--- src/rtl/core/rmms_pkg.sv ---
// ---------------------------------------------------------------------------
// rmms_pkg
// Shared widths and types of the running min/max/mean statistics core.
// ---------------------------------------------------------------------------
package rmms_pkg;

  // Width of every result field on the output stream
  localparam int FIELD_WIDTH = 32;

  // Sample counter width; the counter saturates at all ones
  localparam int COUNT_WIDTH = 32;

  typedef logic [COUNT_WIDTH-1:0] count_t;

endpackage

--- src/rtl/core/rmms_div.sv ---
// ---------------------------------------------------------------------------
// rmms_div
// Bit-serial restoring divider: one quotient bit per cycle. The quotient is
// known to fit in QUOT_WIDTH bits, so the upper COUNT_WIDTH bits of the
// dividend are already a valid partial remainder.
// ---------------------------------------------------------------------------
module rmms_div #(
  parameter int QUOT_WIDTH = 32
) (
  input  logic                                      clk,
  input  logic                                      rst,
  input  logic                                      start,
  input  logic [QUOT_WIDTH+rmms_pkg::COUNT_WIDTH-1:0] dividend,
  input  rmms_pkg::count_t                          divisor,
  output logic                                      done,
  output logic [QUOT_WIDTH-1:0]                     quotient
);

  localparam int CW   = rmms_pkg::COUNT_WIDTH;
  localparam int CNTW = $clog2(QUOT_WIDTH + 1);

  logic                  busy;
  logic [CNTW-1:0]       steps;
  logic [CW-1:0]         rem;
  logic [QUOT_WIDTH-1:0] shreg;
  rmms_pkg::count_t      dvsr;

  logic [CW:0]           trial;
  logic [CW:0]           diff;

  // Shift in the next dividend bit and try a subtract
  always_comb begin
    trial = {rem, shreg[QUOT_WIDTH-1]};
    diff  = trial - {1'b0, dvsr};
  end

  // Control: step counter and completion pulse
  always_ff @(posedge clk) begin
    if (rst) begin
      busy  <= 1'b0;
      done  <= 1'b0;
      steps <= '0;
    end else begin
      done <= 1'b0;
      if (start) begin
        busy  <= 1'b1;
        steps <= CNTW'(QUOT_WIDTH);
      end else if (busy) begin
        steps <= steps - CNTW'(1);
        if (steps == CNTW'(1)) begin
          busy <= 1'b0;
          done <= 1'b1;
        end
      end
    end
  end

  // Datapath: partial remainder and dividend/quotient shift register
  always_ff @(posedge clk) begin
    if (start) begin
      rem   <= dividend[QUOT_WIDTH+CW-1:QUOT_WIDTH];
      shreg <= dividend[QUOT_WIDTH-1:0];
      dvsr  <= divisor;
    end else if (busy) begin
      if (!diff[CW]) begin
        rem <= diff[CW-1:0];
      end else begin
        rem <= trial[CW-1:0];
      end
      shreg <= {shreg[QUOT_WIDTH-2:0], ~diff[CW]};
    end
  end

  assign quotient = shreg;

endmodule

--- src/rtl/core/running_min_max_mean_stats_core.sv ---
// ---------------------------------------------------------------------------
// running_min_max_mean_stats_core
// Running maximum, minimum, mean and count over a stream of operand pairs.
// ---------------------------------------------------------------------------
// Usage:
//   Input stream s_axis_*: one transaction carries sample_a and sample_b.
//   Output stream m_axis_*: one transaction per input with both maxima,
//   both minima, both truncated means, the sample count and, in tuser, a
//   flag set when the sample was dropped because the count is saturated.
//   Only the low OPERAND_WIDTH bits of each operand are used.
// Timing:
//   A sample is taken and the statistics are updated in the same cycle,
//   then two bit-serial dividers (one per operand, shared count as divisor)
//   produce the means at one quotient bit per cycle. The sequencer steps
//   through IDLE, START, DIV and OUT, and the result enters the output
//   register as OUT is left. The next sample is taken the cycle after the
//   result enters the output register, so no new sample is accepted while
//   an item is still in progress.
// Reset:
//   rst clears maxima, sums and count to zero and minima to all ones.
// Stall:
//   A result held by a stalled receiver keeps the block from finishing the
//   next item; no result is lost or repeated.
// ---------------------------------------------------------------------------
module running_min_max_mean_stats_core #(
  parameter int OPERAND_WIDTH = 32
) (
  input  logic         clk,
  input  logic         rst,
  // sample_a [31:0], sample_b [63:32]
  input  logic         s_axis_tvalid,
  output logic         s_axis_tready,
  input  logic [63:0]  s_axis_tdata,
  // largest_a [31:0], largest_b [63:32], smallest_a [95:64],
  // smallest_b [127:96], mean_a [159:128], mean_b [191:160],
  // sample_count [223:192]
  output logic         m_axis_tvalid,
  input  logic         m_axis_tready,
  output logic [223:0] m_axis_tdata,
  // count_saturated [0]
  output logic [0:0]   m_axis_tuser
);

  localparam int FW = rmms_pkg::FIELD_WIDTH;
  localparam int CW = rmms_pkg::COUNT_WIDTH;
  localparam int TW = OPERAND_WIDTH + CW;

  typedef enum logic [3:0] {
    ST_IDLE  = 4'b0001,
    ST_START = 4'b0010,
    ST_DIV   = 4'b0100,
    ST_OUT   = 4'b1000
  } state_t;

  state_t state, state_next;

  logic [OPERAND_WIDTH-1:0] max_a, max_b, min_a, min_b;
  logic [TW-1:0]            total_a, total_b;
  rmms_pkg::count_t         count;
  logic                     dropped;

  logic [OPERAND_WIDTH-1:0] in_a, in_b;
  logic                     in_accept;
  logic                     out_free;
  logic                     div_start;
  logic                     div_done_a, div_done_b;
  logic [OPERAND_WIDTH-1:0] quot_a, quot_b;

  assign in_a      = s_axis_tdata[OPERAND_WIDTH-1:0];
  assign in_b      = s_axis_tdata[32+OPERAND_WIDTH-1:32];
  assign in_accept = s_axis_tvalid && s_axis_tready;
  assign out_free  = !m_axis_tvalid || m_axis_tready;
  assign div_start = (state == ST_START);

  assign s_axis_tready = (state == ST_IDLE);

  // Sequencer; both dividers run in lockstep
  always_comb begin
    state_next = state;
    unique case (state)
      ST_IDLE: begin
        if (in_accept) state_next = ST_START;
      end
      ST_START: begin
        state_next = ST_DIV;
      end
      ST_DIV: begin
        if (div_done_a && div_done_b) state_next = ST_OUT;
      end
      ST_OUT: begin
        if (out_free) state_next = ST_IDLE;
      end
      default: state_next = ST_IDLE;
    endcase
  end

  always_ff @(posedge clk) begin
    if (rst) begin
      state <= ST_IDLE;
    end else begin
      state <= state_next;
    end
  end

  // Running statistics, updated on each accepted transaction unless the count is saturated
  always_ff @(posedge clk) begin
    if (rst) begin
      max_a   <= '0;
      max_b   <= '0;
      min_a   <= '1;
      min_b   <= '1;
      total_a <= '0;
      total_b <= '0;
      count   <= '0;
      dropped <= 1'b0;
    end else if (in_accept) begin
      if (count == '1) begin
        dropped <= 1'b1;
      end else begin
        dropped <= 1'b0;
        if (in_a > max_a) max_a <= in_a;
        if (in_b > max_b) max_b <= in_b;
        if (in_a < min_a) min_a <= in_a;
        if (in_b < min_b) min_b <= in_b;
        total_a <= total_a + TW'(in_a);
        total_b <= total_b + TW'(in_b);
        count   <= count + CW'(1);
      end
    end
  end

  // Mean dividers, one per operand
  rmms_div #(
    .QUOT_WIDTH (OPERAND_WIDTH)
  ) u_div_a (
    .clk      (clk),
    .rst      (rst),
    .start    (div_start),
    .dividend (total_a),
    .divisor  (count),
    .done     (div_done_a),
    .quotient (quot_a)
  );

  rmms_div #(
    .QUOT_WIDTH (OPERAND_WIDTH)
  ) u_div_b (
    .clk      (clk),
    .rst      (rst),
    .start    (div_start),
    .dividend (total_b),
    .divisor  (count),
    .done     (div_done_b),
    .quotient (quot_b)
  );

  // Output register
  always_ff @(posedge clk) begin
    if (rst) begin
      m_axis_tvalid <= 1'b0;
    end else if (state == ST_OUT && out_free) begin
      m_axis_tvalid <= 1'b1;
    end else if (m_axis_tready) begin
      m_axis_tvalid <= 1'b0;
    end
  end

  always_ff @(posedge clk) begin
    if (state == ST_OUT && out_free) begin
      m_axis_tdata <= {FW'(count), FW'(quot_b), FW'(quot_a),
                       FW'(min_b), FW'(min_a), FW'(max_b), FW'(max_a)};
      m_axis_tuser <= dropped;
    end
  end

endmodule
--- config.mk ---
export PLATFORM = sky130hd
export DESIGN_NAME = running_min_max_mean_stats_core
export DESIGN_NICKNAME = d
export VERILOG_FILES = /design/src/rtl/core/rmms_pkg.sv /design/src/rtl/core/rmms_div.sv /design/src/rtl/core/running_min_max_mean_stats_core.sv
export SDC_FILE = /design/constraint.sdc
export NUM_CORES = 1
export LEC_CHECK = 0
export ABC_AREA = 1
export BUFFER_PORTS_ARGS = -buffer_cell sky130_fd_sc_hd__buf_2
export CAP_MARGIN = 20
export CORE_MARGIN = 5
export CORE_UTILIZATION = 40
export CTS_CLUSTER_SIZE = 12
export DETAILED_ROUTE_END_ITERATION = 6
export SLEW_MARGIN = 20
export SYNTH_ARGS = -nofsm -noshare
export SYNTH_HDL_FRONTEND = slang
export SYNTH_SLANG_ARGS = --single-unit
--- constraint.sdc ---
create_clock -name clk -period 12.8 [get_ports clk]
set_clock_uncertainty 0.15 [all_clocks]
set_input_delay 2.56 -clock clk [delete_from_list [all_inputs] [get_ports clk]]
set_output_delay 2.56 -clock clk [all_outputs]
set_load 0.1 [all_outputs]
### Yosys cells after proc, flatten, opt, wreduce, memory -nomap -nowiden

Index checks and enable logic that the tools add are counted.

* $add $sub $neg: 7
* equality and inequality tests: 10
* reduce and logical (&&, ||, !) cells: 17
* $lt $le $gt $ge: 4
* bitwise gates (word level): 5
* multiplexer cells: 29

Operators with widths (number)
* two-way mux 32 bit: 10
* adder 64 x 32 -> 64 bit: 2
* subtractor 33 x 32 -> 33 bit: 2
* > comparator 32 bit: 2
* < comparator 32 bit: 2
* adder 32 x 1 -> 32 bit (second input constant): 1
* equality test 32 bit (second input constant): 1
* two-way mux 6 bit: 4
* case mux 4 bit (4 select lines): 1
* AND reduction 3 bit: 5
* equality test 6 x 1 -> 1 bit (second input constant): 2
* two-way mux 4 bit: 3
* subtractor 6 x 1 -> 6 bit (second input constant): 2
* two-way mux 1 bit: 11
* nonzero test 2 bit: 3
* OR reduction 3 bit: 2
* inverter 1 bit: 5
* equality test 4 x 1 -> 1 bit (second input constant): 1
* equality test 4 x 2 -> 1 bit (second input constant): 1
* equality test 4 x 3 -> 1 bit (second input constant): 1
* equality test 4 bit (second input constant): 1
* != test 2 bit (second input constant): 2
* logical AND 1 bit: 3
* != test 2 x 1 -> 1 bit (second input constant): 1
* 4 further kinds: 4

* bits in registers: 695
* input port bits: 68
* output and inout bits: 227

### Logic depth before layout (Yosys ltp)

Gate-level depths: netlist (run 1).

* word-level depth: 4
* gate-level depth with buffers: 18

### Cells and area by module

A second synthesis (run 1) with hierarchy kept.

* cell total of the unflattened synthesis: 6001
* area total of the unflattened synthesis: 43604.3 um^2

Modules (own cells, without submodules)
* running_min_max_mean_stats_core: sequential area each 12642.1 um^2, cells each 3941, instances 1, area an instance 28957.8 um^2
* rmms_div: sequential area each 3042.9 um^2, cells each 1030, instances 2, area an instance 7323.3 um^2

### Least setup slack after synthesis (run 1)

OpenSTA, ideal clock, no wires.

* kind: input port to flip-flop
* start: input port m_axis_tready
* end: register m_axis_tdata[0] (enable)
* stages: 2
* setup time: 0.814 ns
* path buffers: 0
* arrival: 11.907 ns
* setup slack: -0.071 ns
* cells stage by stage: nor2_1 -> nor2_1

* cells in the longest elaborated chain, start to end: 2

RTL lines
* start, declared: line running_min_max_mean_stats_core.sv:38 `input logic m_axis_tready,`
* logical OR 1 bit: line running_min_max_mean_stats_core.sv:72 `assign out_free = !m_axis_tvalid || m_axis_tready;`
* logical AND 1 bit: line running_min_max_mean_stats_core.sv:169 `if (state == ST_OUT && out_free) begin`
* end signal, assigned: line running_min_max_mean_stats_core.sv:170 `m_axis_tdata <= {FW'(count), FW'(quot_b), FW'(quot_a),`
* end, declared: line running_min_max_mean_stats_core.sv:39 `output logic [223:0] m_axis_tdata,`

Every way passes these cells.
A chain may end at the register's enable or synchronous reset.

### Worst setup path after layout (run 1)

* start: input port s_axis_tvalid
* end: register total_a[15]

* cells in the longest elaborated chain, start to end: 2

RTL lines
* start, declared: line running_min_max_mean_stats_core.sv:31 `input logic s_axis_tvalid,`
* logical AND 1 bit: line running_min_max_mean_stats_core.sv:71 `assign in_accept = s_axis_tvalid && s_axis_tready;`
* AND reduction 2 bit (no source line)
* end signal, assigned: line running_min_max_mean_stats_core.sv:125 `total_a <= total_a + TW'(in_a);`
* end, declared: line running_min_max_mean_stats_core.sv:58 `logic [TW-1:0] total_a, total_b;`

Every way passes these cells.

==> results of run 1 <==
## final cells by class
class	instances	area, sq um	area share, %
inverter	1001	3770	7.92
clock inverter	25	325	0.684
tap	1391	1740	3.66
multi-input combinational	3952	19900	41.7
clock buffer	122	2380	4.99
antenna	2	5.00	0.0105
sequential	695	17800	37.3
timing repair buffer	320	1730	3.64
## routing by layer
layer  vias to the layer above  wire (um)
li1                      19100          -
met1                     17600      61800
met2                       975      60700
met3                       180       7500
met4                         2       3550
met5                         -         13
## worst paths after layout
path	startpoint	to	slack, ns	cells after the start
worst min-delay path	u_div_a.quotient[3]	m_axis_tdata[131]	0.29	0
worst max register to register	state[1]	total_a[15]	8.77	10
worst max-delay path	s_axis_tvalid	total_a[15]	7.66	10
worst min register to register	u_div_a.quotient[3]	m_axis_tdata[131]	0.29	0
## metrics by stage
stage	setup WS, ns	cell area, sq um	total power, mW	utilization (%)
2_1_floorplan	3.69	42100	3.94	-
3_3_place_gp	6.98	44800	4.35	42.7
3_5_place_dp	6.91	44800	4.38	42.7
4_1_cts	7.62	47500	6.77	45.3
5_1_grt	7.41	47600	7.10	45.3
6_report	7.66	47600	6.72	45.3
## registers in the layout, indices dropped and copies added, names as in the netlist, 6 cells and up
register,cells
m_axis_tdata,224
total_a,64
total_b,64
count,32
max_a,32
max_b,32
min_a,32
min_b,32
u_div_a.dvsr,32
u_div_a.quotient,32
u_div_a.rem,32
u_div_b.quotient,32
u_div_b.rem,32
u_div_a.steps,6
u_div_b.steps,6
## report_power, final
group	internal (mW)	switching, mW	total [mW]
combinational	0.494	1.17	1.67
clock	1.42	0.950	2.37
sequential	2.56	0.122	2.68
## cell usage in the layout, fill, tap and decap left out, types with 85 or more instances in the layout
| cell | count |
|---|---|
| a21oi_1 | 321 |
| edfxtp_1 | 385 |
| inv_1 | 994 |
| buf_2 | 294 |
| nand4_1 | 150 |
| nand2_1 | 1780 |
| dfxtp_1 | 310 |
| ha_1 | 259 |
| nand3_1 | 445 |
| o21ai_0 | 151 |
| clkbuf_16 | 85 |
| nor2_1 | 491 |
## kinds of logic (layout without fill, tap and decap cells)
logic type / after synthesis / count (layout) / synth area share (%)
adder cells (fa/ha/maj): 263 / 263 / 7.89
XOR/XNOR: 70 / 70 / 1.46
other: 0 / 2 / 0
AO/OA/AOI/OAI: 553 / 553 / 6.94
AND/OR/NAND/NOR: 3066 / 3066 / 30.8
flip-flops: 695 / 695 / 42.2
buffers and inverters: 1153 / 1468 / 10.7
==> impl_metrics.toml, run 1 <==
[status]
status = "finished, final reports clean"

[job]
cap_violations = 0

[global_route]
antenna_found_initial = 6
grtUsageMet3_pct = 3.07
met1_usage_pct = 32.1
grt_usage_pct = 23.1
met2_usage_pct = 37.8
grt_max_degree = 150
grt_pass1_vias = 35400
grt_pass1_wl_um = 204000
grt_overflow = 0
top_usage_layer = "met2"

[floorplanning]
fp.dieH_um = 334
core_sq_um = 105000
rows = 119
start_util_pct = 40.1
die-area_sq_um = 112000
fp.dieW_um = 334
ios = 295

[critical_path]
cp_num_buf_inv = 6
crit_path_end_kind = "flop"
crit_type = "in2reg"
cp-start-kind = "primary input"
cp_max_fo = 140
worstPathCellList = "buf_2 -> inv_1 -> nor2_2 -> inv_1 -> a21oi_4 -> buf_4 -> buf_4 -> buf_12 -> nand2_1 -> o22ai_1"
cp.required_ns = 13.21
crit_family = "buffers and inverters"
worstPathArrival_ns = 5.55
worst_path_largest_cell_delay_ns = 0.66
critical_path.slowest_cell = "nand2_1"

[routing]
drc = 0
ant_nets = 0
drt_iter0_drc = 3166
drt_pass1_iterations = 5
drt-vias-per-instance = 5.05
avgRoutedWirePerCell_um = 17.8
vias = 37900
wl_um = 133000

[synth]
ys_seq_area_share_pct = 42.2
synthTopCellsByArea = "edfxtp_1 (27%), nand2_1 (16%), dfxtp_1 (15%), inv_1 (8.9%), ha_1 (7.7%)"
synth_area_leader_cell = "edfxtp_1"
async_flop_share_pct = 0
synth_most_common_cell = "nand2_1"
yosysWarnings = 0
synth_cell_types = 45
synth_flop_cell = "edfxtp_1"
syn_area_per_cell_sq_um = 7.26
synth.cells.most_frequent = "nand2_1 (1782), inv_1 (997), nor2_1 (493)"
synthCells = 5800
synth-edff-count = 385
syn_nets = 6131
synth-seq-cells = 695
netlist.area_leader.share_pct = 27.5
syn-cell-area_sq_um = 42100

[clock_network]
clk_pin_slew_ns = 0.06
cts-root-buf = "clkbuf_16"
cts_buffer_depth = 3
cts_resized = 0
post-cts-setup-buffers = 0
cts_buffers = 80
hold_buffers = 0
cts_htree_levels = 3
cts_sinks = 695
cts_tree = "built"
insertion_delay_ns = 0.66

[timing]
fin_crit_ns = 5.14
fin_crit_sh_pct = 40.2
rsz0062_at_grt = "false"
timing.final.max_slew_violations = 0
setup_viol = 0
hold_violations = 0
setup_tns_ns = 0
max_freq_ghz = 0.195
relSlewSlack_pct = 37.0
holdWs_ns = 0.288
tightest_slew_ns = 0.944

[final_layout]
instances_no_fill = 7508
area_delta_synth_final_pct = 13.0
finalNetCount = 6381
drive_gt1_share_pct = 7.95
fill_cells = 10700

[place]
hpwl_um = 102000
numPortBuffers = 294
gp_congestion = 0.942
placed_cells = 7357

[power]
ir_drop_uv = 110
leakagePower_nw = 22.9
power.density_nw_per_um2 = 141

[worst_hold_path]
min_path_type = "reg2reg"
Note: power is estimated with default switching activity, not from simulation.
==> run 2: changes to the inputs <==
==> constraint.sdc (replaced) <==
create_clock -name clk -period 4.33 [get_ports clk]
set_clock_uncertainty 0.15 [all_clocks]
set_input_delay 0.866 -clock clk [delete_from_list [all_inputs] [get_ports clk]]
set_output_delay 0.866 -clock clk [all_outputs]
set_load 0.1 [all_outputs]
==> run 2 against run 1 <==
Net effect: count of clock-buffer cells in the layout decreased by 8; combinational power increased to 3.0 times the previous value; first-iteration DRC count decreased by 6.8%; via count about the same; die area unchanged; non-clock buffer count increased by 12; hold slack got worse by 0.0078 ns.
==> impl_metrics.toml, run 2 (synthesis gave the netlist of run 1 again) <==
[status]
status = "finished, final reports clean"

[timing]
timing.final.max_slew_violations = 0
hold_violations = 0
tightest_slew_ns = 1.08
max_freq_ghz = 0.293
fin_crit_ns = 3.42
relSlewSlack_pct = 28.1
rsz0062_at_grt = "false"
fin_crit_sh_pct = 78.9
setup_viol = 0

[final_layout]
drive_gt1_share_pct = 8.14
largest-register = "m_axis_tdata"
area_delta_synth_final_pct = 13.0
seqCellArea_sq_um = 17800
layout_commonest_cell = "nand2_1"
top_regs = "m_axis_tdata (224), total_a (64), total_b (64)"
fill_cells = 10700
final_cell_mix = "nand2_1 (1780), inv_1 (994), nor2_1 (490)"
instances_no_fill = 7520
multiInputGateArea_sq_um = 19900
design_area_sq_um = 47600
largest_register_ffs = 224
finalNetCount = 6393

[global_route]
grt_pass1_wl_um = 208000
grt_pass1_vias = 36100
grt_usage_pct = 23.6
grt_overflow = 0
antenna_found_initial = 2
grt_max_degree = 157

[routing]
wl_um = 136000
drt_pass1_iterations = 6
drt_iter0_drc = 2952
drc = 0
ant_nets = 0
drt-vias-per-instance = 5.03
vias = 37800
avgRoutedWirePerCell_um = 18.1

[floorplanning]
ios = 295
start_util_pct = 40.1
rows = 119
fp.dieW_um = 334
die-area_sq_um = 112000
fp.dieH_um = 334
core_sq_um = 105000

[place]
placed_cells = 7371
hpwl_um = 104000
numPortBuffers = 294
gp_congestion = 0.968
placed_area_sq_um = 44900

[critical_path]
crit_path_end_kind = "flop"
cp-start-kind = "flop"
cpMostUsedCell = "nand2_1"
worstPathCellList = "inv_1 -> ha_1 -> nand2_1 -> inv_1 -> nand2_1 -> inv_1 -> a21oi_1 -> nand2_1 -> nand2_2 -> nand3_2 -> nand2_1 -> nand3_1 -> nand2_1 -> nand2_1"
crit_type = "reg2reg"
cp_max_fo = 20
worst_path_largest_cell_delay_ns = 0.65
critical_path.slowest_cell = "nand2_1"
worstPathArrival_ns = 3.67
cp.required_ns = 4.59

[clock_network]
cts_resized = 0
clk_pin_slew_ns = 0.06
cts_buffers = 80
cts_htree_levels = 3
cts_sinks = 695
hold_buffers = 0
cts-root-buf = "clkbuf_16"
cts_buffer_depth = 3
cts_tree = "built"
insertion_delay_ns = 0.65
post-cts-setup-buffers = 0

[power]
ir_drop_uv = 299
leakagePower_nw = 22.9
power.density_nw_per_um2 = 416

[job]
cap_violations = 0

[worst_hold_path]
min_path_type = "reg2reg"
-- run 2: cell count changes in the layout (fill, tap and decap cells not counted), sizes merged --
cell	delta
buf	+12
bufinv	-2
clkbuf	-8
clkinv	+7
clkinvlp	+2
diode	-1
inv	+2
-- run 2: worst max-delay path, delay by kind of cell, from the launching register on --
kind,cells,cell delay (ns)
fa+ha+maj,1,0.34
buf+inv,3,0.32
flops,1,0.37
simple gates,9,1.80
compound gates,1,0.18
-- run 2: power by group --
part,internal (mW),switching (mW)
clock,4.03,2.83
combinational,1.48,3.51
sequential,7.58,0.357
total,13.1,6.70
-- run 2: stage by stage --
step | utilization (%) | worst slack, ns | TNS (ns) | power (mW) | hold slack (ns)
floorplan | - | -0.443 | -99.76 | 11.6 | 0.258
detailed placement | 42.8 | 0.560 | 0 | 13.0 | 0.269
CTS | 45.3 | 0.924 | 0 | 19.9 | 0.283
global placement | 42.8 | 0.533 | 0 | 13.0 | 0.275
finish | 45.3 | 0.912 | 0 | 19.8 | 0.280
global route | 45.3 | 0.623 | 0 | 20.9 | 0.288
-- run 2: area by class of cell --
| class | count | share of cell area (%) |
|---|---|---|
| Multi-Input combinational cell | 3952 | 41.7 |
| Sequential cell | 695 | 37.3 |
| Inverter | 1001 | 7.92 |
| Clock buffer | 114 | 4.87 |
| Timing Repair Buffer | 332 | 3.82 |
| Tap cell | 1391 | 3.66 |
| Clock inverter | 34 | 0.650 |
| Antenna cell | 1 | 0.00526 |
-- run 2: path summary, 6_finish.rpt --
path	depth (start not counted)	endpoint	from	slack [ns]
setup / recovery	14	u_div_a.rem[30]	u_div_a.dvsr[14]	0.91
hold / removal	0	m_axis_tdata[170]	u_div_b.quotient[10]	0.28
setup reg to reg	14	u_div_a.rem[30]	u_div_a.dvsr[14]	0.91
hold reg to reg	0	m_axis_tdata[170]	u_div_b.quotient[10]	0.28
-- run 2: metal layers --
layer / up-vias / GRT usage [%] / share of wire [%]
li1: 19100 / - / -
met1: 17500 / 32.6 / 46
met2: 978 / 38.3 / 45
met3: 190 / 3.81 / 6.0
met4: 2 / 6.73 / 2.9
met5: - / 0 / 0.0059
